File: src/sv/hcp_pkg.sv
// Package for the HSV color picker controller: widths, codes, reset values and helpers.
package hcp_pkg;

   // Field widths
   localparam int HUE_W      = 9;
   localparam int LVL_W      = 8;
   localparam int CNT_W      = 9;
   localparam int REQ_W      = 3;
   localparam int CSR_IDX_W  = 2;
   localparam int CSR_DATA_W = 9;
   localparam int STEP_W     = 4;

   // Configuration reset values
   localparam logic [HUE_W-1:0] HUE_MOD_RST  = 9'd360;
   localparam logic [LVL_W-1:0] SAT_MAX_RST  = 8'd100;
   localparam logic [LVL_W-1:0] VAL_MAX_RST  = 8'd100;
   localparam logic [LVL_W-1:0] MAX_DUTY_RST = 8'd100;

   // Top shift position of the divisor while reducing the blink counter
   localparam logic [STEP_W-1:0] DIV_TOP_STEP = 4'd8;

   // Item request codes
   typedef enum logic [REQ_W-1:0] {
      REQ_MODE = 3'd0,
      REQ_STEP = 3'd1,
      REQ_TICK = 3'd2,
      REQ_SET  = 3'd3,
      REQ_LOAD = 3'd4
   } req_code_type;

   // Picker modes
   typedef enum logic [1:0] {
      MODE_IDLE = 2'd0,
      MODE_HUE  = 2'd1,
      MODE_SAT  = 2'd2,
      MODE_VAL  = 2'd3
   } mode_type;

   // Configuration register indexes
   typedef enum logic [CSR_IDX_W-1:0] {
      CSR_HUE_MOD  = 2'd0,
      CSR_SAT_MAX  = 2'd1,
      CSR_VAL_MAX  = 2'd2,
      CSR_MAX_DUTY = 2'd3
   } csr_idx_type;

   // Sequencer that reduces the blink counter after a duty change
   typedef enum logic [1:0] {
      SEQ_RUN    = 2'b01,
      SEQ_REDUCE = 2'b10
   } seq_type;

   typedef struct packed {
      logic [LVL_W-1:0] level;
      logic             down;
   } bounce_type;

   // One back-and-forth step of a level between 0 and top
   function automatic bounce_type bounce(input logic [LVL_W-1:0] level,
                                         input logic             down,
                                         input logic [LVL_W-1:0] top);
      bounce_type r;
      logic       nd;
      nd = down ^ ((!down && (level >= top)) || (down && (level == '0)));
      r.down = nd;
      if (nd) begin
         r.level = (level != '0) ? level - 1'b1 : '0;
      end else begin
         r.level = (level != '1) ? level + 1'b1 : '1;
      end
      return r;
   endfunction

   // Clamp a level to its top
   function automatic logic [LVL_W-1:0] clamp_lvl(input logic [LVL_W-1:0] v,
                                                  input logic [LVL_W-1:0] top);
      return (v > top) ? top : v;
   endfunction

endpackage

File: src/sv/hsv_color_picker_mode_fsm_top.sv
// Top level of the HSV color picker controller: state, result register and counter reduction.
//
//   channel | ports                         | direction | accepted when
//   --------+-------------------------------+-----------+-----------------------
//   request | req_valid/req_ready, fields   | in        | req_valid & req_ready
//   result  | rsp_valid/rsp_ready, fields   | out       | rsp_valid & rsp_ready
//   csr     | csr_wr_en, csr_index, csr_data| in        | csr_wr_en
//
// One item per cycle while req_ready is high; its result is registered and shows in the cycle after acceptance.
// A new item is taken while the result register is empty or being drained.
// A write of max_duty starts a reduction of the blink counter (one
// compare-subtract per cycle); req_ready is low while the reduction runs.
// Reset is synchronous: config returns to its defaults, picker state and the result valid flag clear.
module hsv_color_picker_mode_fsm_top (
   input  logic                               clock,
   input  logic                               reset,
   // request channel
   input  logic                               req_valid,
   output logic                               req_ready,
   input  logic [hcp_pkg::REQ_W-1:0]          req_type,
   input  logic [hcp_pkg::HUE_W-1:0]          req_hue_in,
   input  logic [hcp_pkg::LVL_W-1:0]          req_sat_in,
   input  logic [hcp_pkg::LVL_W-1:0]          req_val_in,
   input  logic                               req_sat_down_in,
   input  logic                               req_val_down_in,
   // result channel
   output logic                               rsp_valid,
   input  logic                               rsp_ready,
   output logic [1:0]                         rsp_mode,
   output logic [hcp_pkg::HUE_W-1:0]          rsp_hue,
   output logic [hcp_pkg::LVL_W-1:0]          rsp_sat,
   output logic [hcp_pkg::LVL_W-1:0]          rsp_val,
   output logic                               rsp_sat_down,
   output logic                               rsp_val_down,
   output logic [hcp_pkg::LVL_W-1:0]          rsp_duty,
   // configuration port
   input  logic                               csr_wr_en,
   input  logic [hcp_pkg::CSR_IDX_W-1:0]      csr_index,
   input  logic [hcp_pkg::CSR_DATA_W-1:0]     csr_data
);

   // Configuration registers
   logic [hcp_pkg::HUE_W-1:0] hue_mod_ff;
   logic [hcp_pkg::LVL_W-1:0] sat_max_ff, val_max_ff, max_duty_ff;

   // Picker state
   hcp_pkg::mode_type         mode_ff, mode_in;
   logic [hcp_pkg::HUE_W-1:0] hue_ff, hue_in;
   logic [hcp_pkg::LVL_W-1:0] sat_ff, sat_in, val_ff, val_in;
   logic                      sat_down_ff, sat_down_in, val_down_ff, val_down_in;
   logic [hcp_pkg::CNT_W-1:0] blink_ff, blink_in;

   // Result register
   logic                      rsp_valid_ff, rsp_valid_in;
   hcp_pkg::mode_type         rsp_mode_ff;
   logic [hcp_pkg::HUE_W-1:0] rsp_hue_ff;
   logic [hcp_pkg::LVL_W-1:0] rsp_sat_ff, rsp_val_ff, rsp_duty_ff, duty_in;
   logic                      rsp_sat_down_ff, rsp_val_down_ff;

   // Reduction sequencer
   hcp_pkg::seq_type           seq_ff, seq_in;
   logic [hcp_pkg::CNT_W:0]    div_rem_ff, div_rem_in;
   logic [hcp_pkg::STEP_W-1:0] div_step_ff, div_step_in;
   logic [hcp_pkg::CNT_W-1:0]  wrap_ff, wrap_in;

   logic                        accept;
   logic                        dw_start;
   logic [hcp_pkg::CNT_W-1:0]   period;
   logic [hcp_pkg::CNT_W:0]     cnt_inc;
   logic [hcp_pkg::HUE_W:0]     hue_inc;
   logic [hcp_pkg::HUE_W-1:0]   hue_top;
   logic [2*hcp_pkg::CNT_W-1:0] div_shift;
   logic                        div_fit;
   logic [hcp_pkg::CNT_W-1:0]   duty_gap;
   logic [hcp_pkg::CNT_W-1:0]   duty_ext;
   hcp_pkg::bounce_type         sat_b, val_b;

   assign req_ready = (seq_ff == hcp_pkg::SEQ_RUN) && (!rsp_valid_ff || rsp_ready);
   assign accept    = req_valid && req_ready;
   assign period    = {max_duty_ff, 1'b0};
   assign cnt_inc   = {1'b0, blink_ff} + 1'b1;
   assign hue_inc   = {1'b0, hue_ff} + 1'b1;
   assign hue_top   = (hue_mod_ff != '0) ? hue_mod_ff - 1'b1 : '0;
   assign sat_b     = hcp_pkg::bounce(sat_ff, sat_down_ff, sat_max_ff);
   assign val_b     = hcp_pkg::bounce(val_ff, val_down_ff, val_max_ff);

   // Next picker state for an accepted item
   always_comb begin
      mode_in     = mode_ff;
      hue_in      = hue_ff;
      sat_in      = sat_ff;
      val_in      = val_ff;
      sat_down_in = sat_down_ff;
      val_down_in = val_down_ff;
      blink_in    = blink_ff;
      if (accept) begin
         unique case (req_type)
            hcp_pkg::REQ_MODE: begin
               mode_in  = (mode_ff == hcp_pkg::MODE_VAL) ? hcp_pkg::MODE_IDLE
                                                         : hcp_pkg::mode_type'(mode_ff + 2'd1);
               blink_in = '0;
            end
            hcp_pkg::REQ_STEP: begin
               unique case (mode_ff)
                  hcp_pkg::MODE_HUE: begin
                     hue_in = (hue_inc >= {1'b0, hue_mod_ff}) ? '0
                                                              : hue_inc[hcp_pkg::HUE_W-1:0];
                  end
                  hcp_pkg::MODE_SAT: begin
                     sat_in      = sat_b.level;
                     sat_down_in = sat_b.down;
                  end
                  hcp_pkg::MODE_VAL: begin
                     val_in      = val_b.level;
                     val_down_in = val_b.down;
                  end
                  default: ;
               endcase
            end
            hcp_pkg::REQ_TICK: begin
               if (mode_ff == hcp_pkg::MODE_HUE || mode_ff == hcp_pkg::MODE_SAT) begin
                  priority if (period == '0) begin
                     blink_in = '0;
                  end else if (blink_ff >= period) begin
                     // counter left beyond a shortened period: precomputed remainder
                     blink_in = wrap_ff;
                  end else if (cnt_inc == {1'b0, period}) begin
                     blink_in = '0;
                  end else begin
                     blink_in = cnt_inc[hcp_pkg::CNT_W-1:0];
                  end
               end
            end
            hcp_pkg::REQ_SET, hcp_pkg::REQ_LOAD: begin
               hue_in = (req_hue_in > hue_top) ? hue_top : req_hue_in;
               sat_in = hcp_pkg::clamp_lvl(req_sat_in, sat_max_ff);
               val_in = hcp_pkg::clamp_lvl(req_val_in, val_max_ff);
               if (req_type == hcp_pkg::REQ_LOAD) begin
                  sat_down_in = req_sat_down_in;
                  val_down_in = req_val_down_in;
               end
            end
            default: ;
         endcase
      end
   end

   // Indicator duty from the new state
   always_comb begin
      duty_gap = (blink_in >= {1'b0, max_duty_ff}) ? blink_in - {1'b0, max_duty_ff}
                                                   : {1'b0, max_duty_ff} - blink_in;
      duty_ext = (duty_gap > {1'b0, max_duty_ff}) ? '0 : {1'b0, max_duty_ff} - duty_gap;
      unique case (mode_in)
         hcp_pkg::MODE_IDLE: duty_in = '0;
         hcp_pkg::MODE_VAL:  duty_in = max_duty_ff;
         default:            duty_in = duty_ext[hcp_pkg::LVL_W-1:0];
      endcase
   end

   // Blink counter reduction: one restoring compare-subtract per cycle
   assign dw_start  = csr_wr_en && (csr_index == hcp_pkg::CSR_MAX_DUTY);
   assign div_shift = {{hcp_pkg::CNT_W{1'b0}}, period} << div_step_ff;
   assign div_fit   = {{(hcp_pkg::CNT_W-1){1'b0}}, div_rem_ff} >= div_shift;

   always_comb begin
      seq_in      = seq_ff;
      div_rem_in  = div_rem_ff;
      div_step_in = div_step_ff;
      wrap_in     = wrap_ff;
      if (seq_ff == hcp_pkg::SEQ_REDUCE) begin
         if (div_fit) begin
            div_rem_in = div_rem_ff - div_shift[hcp_pkg::CNT_W:0];
         end
         if (div_step_ff == '0) begin
            seq_in  = hcp_pkg::SEQ_RUN;
            wrap_in = div_rem_in[hcp_pkg::CNT_W-1:0];
         end else begin
            div_step_in = div_step_ff - 1'b1;
         end
      end
      if (dw_start) begin
         seq_in      = hcp_pkg::SEQ_REDUCE;
         div_rem_in  = {1'b0, blink_in} + 1'b1;
         div_step_in = hcp_pkg::DIV_TOP_STEP;
      end
   end

   assign rsp_valid_in = accept || (rsp_valid_ff && !rsp_ready);

   // Control and state registers
   always_ff @(posedge clock) begin
      if (reset) begin
         hue_mod_ff   <= hcp_pkg::HUE_MOD_RST;
         sat_max_ff   <= hcp_pkg::SAT_MAX_RST;
         val_max_ff   <= hcp_pkg::VAL_MAX_RST;
         max_duty_ff  <= hcp_pkg::MAX_DUTY_RST;
         mode_ff      <= hcp_pkg::MODE_IDLE;
         hue_ff       <= '0;
         sat_ff       <= '0;
         val_ff       <= '0;
         sat_down_ff  <= 1'b0;
         val_down_ff  <= 1'b0;
         blink_ff     <= '0;
         rsp_valid_ff <= 1'b0;
         seq_ff       <= hcp_pkg::SEQ_RUN;
      end else begin
         if (csr_wr_en) begin
            unique case (csr_index)
               hcp_pkg::CSR_HUE_MOD:  hue_mod_ff  <= csr_data;
               hcp_pkg::CSR_SAT_MAX:  sat_max_ff  <= csr_data[hcp_pkg::LVL_W-1:0];
               hcp_pkg::CSR_VAL_MAX:  val_max_ff  <= csr_data[hcp_pkg::LVL_W-1:0];
               hcp_pkg::CSR_MAX_DUTY: max_duty_ff <= csr_data[hcp_pkg::LVL_W-1:0];
               default: ;
            endcase
         end
         mode_ff      <= mode_in;
         hue_ff       <= hue_in;
         sat_ff       <= sat_in;
         val_ff       <= val_in;
         sat_down_ff  <= sat_down_in;
         val_down_ff  <= val_down_in;
         blink_ff     <= blink_in;
         rsp_valid_ff <= rsp_valid_in;
         seq_ff       <= seq_in;
      end
   end

   // Payload registers
   always_ff @(posedge clock) begin
      div_rem_ff  <= div_rem_in;
      div_step_ff <= div_step_in;
      wrap_ff     <= wrap_in;
      if (accept) begin
         rsp_mode_ff     <= mode_in;
         rsp_hue_ff      <= hue_in;
         rsp_sat_ff      <= sat_in;
         rsp_val_ff      <= val_in;
         rsp_sat_down_ff <= sat_down_in;
         rsp_val_down_ff <= val_down_in;
         rsp_duty_ff     <= duty_in;
      end
   end

   assign rsp_valid    = rsp_valid_ff;
   assign rsp_mode     = rsp_mode_ff;
   assign rsp_hue      = rsp_hue_ff;
   assign rsp_sat      = rsp_sat_ff;
   assign rsp_val      = rsp_val_ff;
   assign rsp_sat_down = rsp_sat_down_ff;
   assign rsp_val_down = rsp_val_down_ff;
   assign rsp_duty     = rsp_duty_ff;

   // A duty change holds off items while the counter is reduced
   a_reduce_blocks: assert property (@(posedge clock) disable iff (reset)
      dw_start |=> !req_ready)
      else $error("item accepted during blink counter reduction");

   // A mode step clears the blink counter
   a_mode_clears: assert property (@(posedge clock) disable iff (reset)
      accept && (req_type == hcp_pkg::REQ_MODE) |=> (blink_ff == '0))
      else $error("blink counter not cleared by mode step");

   // A hue step keeps hue below the modulus
   a_hue_range: assert property (@(posedge clock) disable iff (reset)
      accept && !csr_wr_en && (req_type == hcp_pkg::REQ_STEP) && (mode_ff == hcp_pkg::MODE_HUE)
      |=> (hue_ff < hue_mod_ff) || (hue_ff == '0))
      else $error("hue step left hue at or above modulus");

endmodule

File: config.mk
export PLATFORM = sky130hd
export DESIGN_NAME = hsv_color_picker_mode_fsm_top
export DESIGN_NICKNAME = d
export VERILOG_FILES = /design/src/sv/hcp_pkg.sv /design/src/sv/hsv_color_picker_mode_fsm_top.sv
export SDC_FILE = /design/constraint.sdc
export NUM_CORES = 1
export LEC_CHECK = 0
export BUFFER_PORTS_ARGS = -buffer_cell sky130_fd_sc_hd__buf_2
export CORE_UTILIZATION = 55
export DETAILED_ROUTE_END_ITERATION = 8
export GPL_TIMING_DRIVEN = 0
export PLACE_DENSITY = 0.77
export SYNTH_ARGS = -nofsm -noshare
export SYNTH_HDL_FRONTEND = slang
export SYNTH_SLANG_ARGS = --single-unit
File: constraint.sdc
create_clock -name clock -period 8.35 [get_ports clock]
set_clock_uncertainty 0.05 [all_clocks]
set_input_delay 2.505 -clock clock [delete_from_list [all_inputs] [get_ports clock]]
set_output_delay 2.505 -clock clock [all_outputs]
set_load 0.005 [all_outputs]
==> impl_results.md, run 1 <==
- Largest net degree at the start of global routing: 24
- Synthesized flop and latch total: 134
- Async SR Flop Fraction: 0
- IO Port Bufs: 83
- Die Width: 145 um
- Clock slew at reported path FFs: 60 ps
- Pleak: 5.32 nW
- Worst slew pin tran: 1130 ps
- Die height: approximately 140 um
- Total clock sinks: ~130
- GR Overflow Total: 0
- Max Cap Viol: 0
- Longest Clk Path Bufs: 2
- TritonCTS Buffers: 17
- Clock period minus worst slack: around 8100 ps
- Vias in the first global route: approximately 9,900
- Main synth FF type: dfxtp_1
- Power after layout: 1.84 mW
- Worst vdd ir: about 0.15 mV
- Final slew viol count: 0
- GRT Total Usage: 0.319
- Relative slew slack: 0.243
- Initial Utilization: 0.567
- IO Pins: 85
- Drt drc: 0
- Placed cell count: 1,685
- Biggest area consumer among synthesized cells: edfxtp_1
- Drt initial violations: 937
- Fmax: 0.123 GHz
- Fin crit share: 0.973
- CP required: between 8000 and 9000 ps
- Power Dens Cells: between 100 and 150 mW/mm^2
- Drt wl/cell: about 19 um
- Drt total wl: between 30 and 40 mm
- Cells after synthesis: 1,337
- Routed Antenna Nets: 0
- Post-Layout Cell Count: 1,723
- Final GP Congestion: 0.947
- Total Die Area: roughly 0.021 mm^2
- Seq/Total Area, Yosys: 0.290
- Drt via density: 6.17
- Clk root buf: clkbuf_16
- First-pass GRT wire length: 50.9 mm
- Hold WC Path Type: flop to flop
- Syn nets: ~1,500
- Outcome: completed
- Number of vias in the routed layout: between 10,000 and 15,000
- Yosys warns: 0
- FP Rows: 51
- Worst setup SP type: primary input
- WS Path Type: primary input to flop
- Share of the synthesized area in the top cell type: 0.150
- Final hold vios: 0
- Drt first pass iters: 6
- Layout area overhead: 13.2%
- Share of cells above drive strength 1: 0.141
- Initial antenna violation count: 0
- Final setup fails: 0
- Post-Syn Area: around 0.011 mm^2
- Fin nets: 1,607
- Crit Path Max Fanout: 10
- Worst EP arrival: about 8300 ps
- Detailed Place HPWL: approximately 24 mm
- CTS tree: built
- Distinct cells, synth: 94
- Filler cells: 1,663
- Number of synthesized flops with an enable pin: 56
- Avg Inst Size Synth: approximately 8.4 um^2
- H-tree depth: 4
- Setup crit end kind: flop
- Antenna cell count: 0
- Later-pin clock latency in the skew report: between 400 and 500 ps
- Core region area: about 0.020 mm^2
- Synth top area cells: edfxtp_1, dfxtp_1, ha_1, nand2_1, nor2_1
-- cell families after synthesis --
family | after synthesis | share of synthesized area
AND/OR/NAND/NOR | 468 | 0.204
multiplexers | 49 | 0.0470
buffers and inverters | 149 | 0.0554
adder cells (fa/ha/maj) | 116 | 0.132
XOR/XNOR | 53 | 0.0428
flip-flops | 134 | 0.290
AO/OA/AOI/OAI | 368 | 0.229
-- worst max-delay path, stage by stage --
cell      delay [ps]
buf_2            200
inv_1            130
a211o_1          300
or4_4            470
buf_6            180
o41ai_2          440
a221oi_4         130
inv_1            100
ha_1             220
clkbuf_1         190
nand2_1          140
nor2_1            60
a211oi_2         270
a31oi_2          180
a211oi_2         330
nand2_4          180
mux2_2           380
xor2_1           210
ha_1             280
inv_1            110
a21oi_1           70
o21a_1           180
o21a_1           180
o21a_1           200
o31ai_4          240
o21ai_2          170
o31ai_1          280
-- stage by stage --
stage	cell area, um^2	setup TNS (ps)	utilization	hold WS [ps]	setup slack, ps
floorplan	11200	0	-	367	115
global placement	11900	-11980	0.605	419	-1620
detailed placement	11900	-13130	0.605	416	-1760
CTS	12600	0	0.637	431	47.1
global route	12700	-24.5	0.642	443	-24.5
finish	12700	0	0.642	434	228
-- power breakdown --
group / internal, mW / switching [mW] / total, mW
logic: 0.152 / 0.231 / 0.383
clock network: 0.409 / 0.313 / 0.722
registers: 0.717 / 0.0204 / 0.738
-- final timing paths --
kind / endpoint / slack [ps] / cells after the start / start
worst min register to register: wrap_ff[0] / 430 / 0 / div_rem_ff[0]
worst max register to register: rsp_duty[3] / 1350 / 27 / max_duty_ff[2]
worst max-delay path: rsp_duty[3] / 230 / 27 / req_type[1]
worst min-delay path: wrap_ff[0] / 430 / 0 / div_rem_ff[0]
-- flip-flops by register name, indices dropped and copies added, names as in the netlist, 9 cells and up --
| signal | count |
|---|---|
| blink_ff | 9 |
| wrap_ff | 9 |
| hue_mod_ff | 9 |
| div_rem_ff | 10 |
| rsp_hue | 9 |
| hue_ff | 9 |
-- cell type report --
cell class,count,area [um^2],area share
buffer,57,274,0.0217
clock buffer,20,468,0.0370
clock inverter,12,95.1,0.00751
inverter,91,345,0.0273
multi-input combinational,1054,7440,0.588
sequential,134,3240,0.256
tap,265,332,0.0262
timing repair buffer,88,453,0.0358
timing repair inverter,2,10.0,0.000791
-- synthesized netlist by cell type (all sizes together) (4+ instances only) --
master / count
o31ai: 7
and2: 17
inv: 90
a31oi: 15
o21bai: 4
a21oi: 77
clkbuf: 40
ha: 113
o21a: 19
a21o: 31
nor3: 32
dfxtp: 78
a21boi: 10
o221ai: 7
nor2b: 22
a221oi: 10
xnor2: 39
nor2: 108
and4: 4
o22ai: 11
o21ai: 83
nand2: 149
a22oi: 5
nand4: 14
nor4: 11
a41oi: 4
or2: 11
xor2: 13
mux2: 25
nand3: 51
buf: 18
o211ai: 22
o211a: 4
o41ai: 7
edfxtp: 56
mux2i: 24
a211oi: 15
and3: 15
nand2b: 18
a211o: 4
-- per-layer routing --
| metal | track usage | share of wire |
|---|---|---|
| met1 | 0.424 | 0.43 |
| met2 | 0.527 | 0.47 |
| met3 | 0.0500 | 0.079 |
| met4 | 0.102 | 0.019 |
| met5 | 0 | 0 |
-- cells in the final DEF (no fill, tap or decap), drive strengths merged, types with 5 or more instances in the layout --
cell / count
clkinv: 10
o21a: 19
a31oi: 15
o21ai: 83
nor4: 11
nand2b: 18
nand3: 51
a211oi: 15
o31ai: 7
mux2: 25
inv: 92
o41ai: 7
ha: 113
nor2b: 22
xnor2: 39
buf: 106
clkbuf: 59
nand2: 149
a21oi: 77
xor2: 13
o221ai: 7
a22oi: 5
nand4: 14
nor3: 32
a21o: 31
edfxtp: 56
mux2i: 24
nor2: 108
o22ai: 11
a21boi: 10
a221oi: 10
and3: 15
and2: 17
or2: 11
dfxtp: 78
o211ai: 22
-- what timing repair did --
| item | 4_1_cts | 5_1_grt |
|---|---|---|
| endpoints found under the setup margin | 8 | 8 |
| setup buffers | 1 | 4 |
| pin swaps | 0 | 3 |
| cloned | 2 | 0 |
| hold buffers | 0 | 0 |
| resized for setup | 5 | 11 |
No activity file was read; power rests on OpenSTA's default activity.
==> inputs of run 2 (changes only) <==
CTS_BUF_LIST = sky130_fd_sc_hd__clkbuf_16   (was unset)
REMOVE_ABC_BUFFERS = 1   (was unset)
clock period = 6.5 ns   (was 8.35 ns; I/O delays follow)
==> impl_results.md, run 2 (synthesis results as in run 1) <==
- Routed Antenna Nets: 0
- CP bufs+invs: 7
- Setup WS post-layout: -386 ps
- Outcome: finished with violations
- Pleak: between 5 and 6 nW
- Critical path's largest stage delay: 380 ps
- Largest register FFs: 10
- Drt total wl: between 30 and 40 mm
- Clock period minus worst slack: 6890 ps
- Relative slew slack: 0.148
- Power Dens Cells: between 150 and 200 mW/mm^2
- Antenna cell count: 0
- Hold WC Path Type: flop to flop
- Fin crit share: 1.06
- Final setup fails: 8
- Worst EP arrival: around 7100 ps
- Final GP Congestion: approximately 0.96
- Worst vdd ir: 0.184 mV
- CTS hold repair buffers: 0
- Reg with most FFs: div_rem_ff
- Failing checks: design-rule violations, negative setup slack
- Drt initial violations: between 1,000 and 1,500
- Drt drc: 1
- Most frequent CP cell: buf_6
- Initial antenna violation count: 0
- Layout area overhead: 18.0%
- Crit Path Max Fanout: 9
- Switching Fraction: 0.288
- Drt first pass iters: 9
- Grt met1 use: 0.414
- Drt wl/cell: between 15 and 20 um
- Crit-path leading delay family: compound AO/OA/AOI/OAI gates
- Final design utilization: 0.669
- Filler cells: approximately 1,600
- Worst slew pin tran: between 1000 and 1500 ps
- Total clock sinks: approximately 130
- CTS tree: built
- RSZ-0062 raised after global routing: true
- Combinational share of power: 0.201
- Clk root buf: clkbuf_16
- Top Usage Layer GRT: met2
- Clock slew at reported path FFs: 60 ps
- Core region area: 0.0197 mm^2
- Sequential power share: 0.386
- WS Path Type: primary input to flop
- Share of cells above drive strength 1: 0.190
- Multi-input logic area: 0.00776 mm^2
- Switching power: between 700 and 800 uW
- Setup WS pre-CTS: -2860 ps
- Critical Path Sink: rsp_duty[3]
- Largest net degree at the start of global routing: 51
- Fin nets: 1,596
- RR Endpoint: rsp_duty[3]
- Internal power: about 1.8 mW
- TritonCTS Buffers: 17
- Vias in the first global route: approximately 10,000
- Reg area: 0.00324 mm^2
- H-tree depth: 4
- R2R setup slack: -230 ps
- GRT Total Usage: 0.325
- Final hold vios: 0
- R2R Path Start: max_duty_ff[6]
- Number of vias in the routed layout: roughly 11,000
- Met3 Usage GRT: 0.0507
- Worst path depth: 29
- IO Port Bufs: 84
- Drt via density: 6.32
- Most common cell after layout, fill and taps aside: nand2_1
- GR Overflow Total: 0
- IO Pins: 85
- Slowest cell on the critical path: o32a_1
- Reg2Reg Depth: 27
- Max Cap Viol: 0
- Critical path launch point: rsp_ready
- Detailed Place HPWL: 22.9 mm
- Setup crit end kind: flop
- Die Width: 145 um
- Fmax: around 0.15 GHz
- Final slew viol count: 0
- First-pass GRT wire length: between 50 and 60 mm
- Clock power share: 0.413
- Met2 Use GR: 0.550
- Later-pin clock latency in the skew report: 430 ps
- Hold slack: approximately 440 ps
- Most frequent cells in the layout: nand2_1, ha_1, nor2_1
- Worst setup SP type: primary input
- Total Die Area: about 0.021 mm^2
- CP required: between 6000 and 7000 ps
- FP Rows: 51
- Initial Utilization: 0.567
- Die height: 145 um
- Setup TNS: -2410 ps
- Longest Clk Path Bufs: 2
[run 2: cell types whose count changed in the layout (fill, tap and decap cells not counted), moves of 5 or more]
cell,delta
buf_1,-6
buf_2,-5
buf_4,+36
clkbuf_1,-40
ha_1,-8
ha_4,+8
o21ai_0,-5
[run 2: how the worst min path moves through the flow]
stage	from	end	slack, ps	depth (start not counted)
after CTS	val_max_ff[3]	val_max_ff[3]	440	2
after floorplan	div_rem_ff[0]	wrap_ff[0]	370	0
after global placement	val_max_ff[4]	val_max_ff[4]	410	2
final	val_max_ff[3]	val_max_ff[3]	440	2
after detailed placement	div_rem_ff[0]	wrap_ff[0]	430	0
after global routing	div_rem_ff[0]	wrap_ff[0]	450	0
[run 2: metrics by stage]
stage / total power [mW] / area, um^2 / cells
CTS: 2.47 / 12900 / 1687
floorplan: 1.27 / 10900 / 1279
global route: 2.59 / 13200 / 1712
global placement: 1.41 / 11700 / 1628
detailed placement: 1.42 / 11700 / 1629
finish: 2.50 / 13200 / 1712
[run 2: timing repair]
item                       4_1_cts  5_1_grt
buffers inserted                23       25
setup endpoints to repair        8        8
gates cloned                     3        0
pin swaps                       27       27
resized for setup               67       26
[run 2: power by group through the flow]
stage | Combinational [mW] | Sequential, mW | Clock [mW]
3_5_place_dp | 0.438 | 0.979 | 0
5_1_grt | 0.553 | 0.968 | 1.07
3_3_place_gp | 0.427 | 0.979 | 0
2_1_floorplan | 0.303 | 0.970 | 0
6_report | 0.502 | 0.963 | 1.03
4_1_cts | 0.476 | 0.962 | 1.04
[run 2: layer usage]
layer / routed length, um / up-vias
met4: 1160 / 0
met5: 0 / -
met1: 13700 / 5131
met2: 16100 / 525
met3: 2830 / 96
li1: - / 5076
[run 2: worst min-delay path: cells and delay by family, from the launching register on]
family,cells,cell delay (ps)
flip-flops,1,320
AO/OA/AOI/OAI,1,60
AND/OR/NAND/NOR,1,60
[run 2: final cells by class]
class                      instances  area share
clock inverter                    15      0.0142
tap                              265      0.0251
sequential                       134       0.246
inverter                          91      0.0268
timing repair buffer             134      0.0676
multi-input combinational       1056       0.588
clock buffer                      17      0.0322
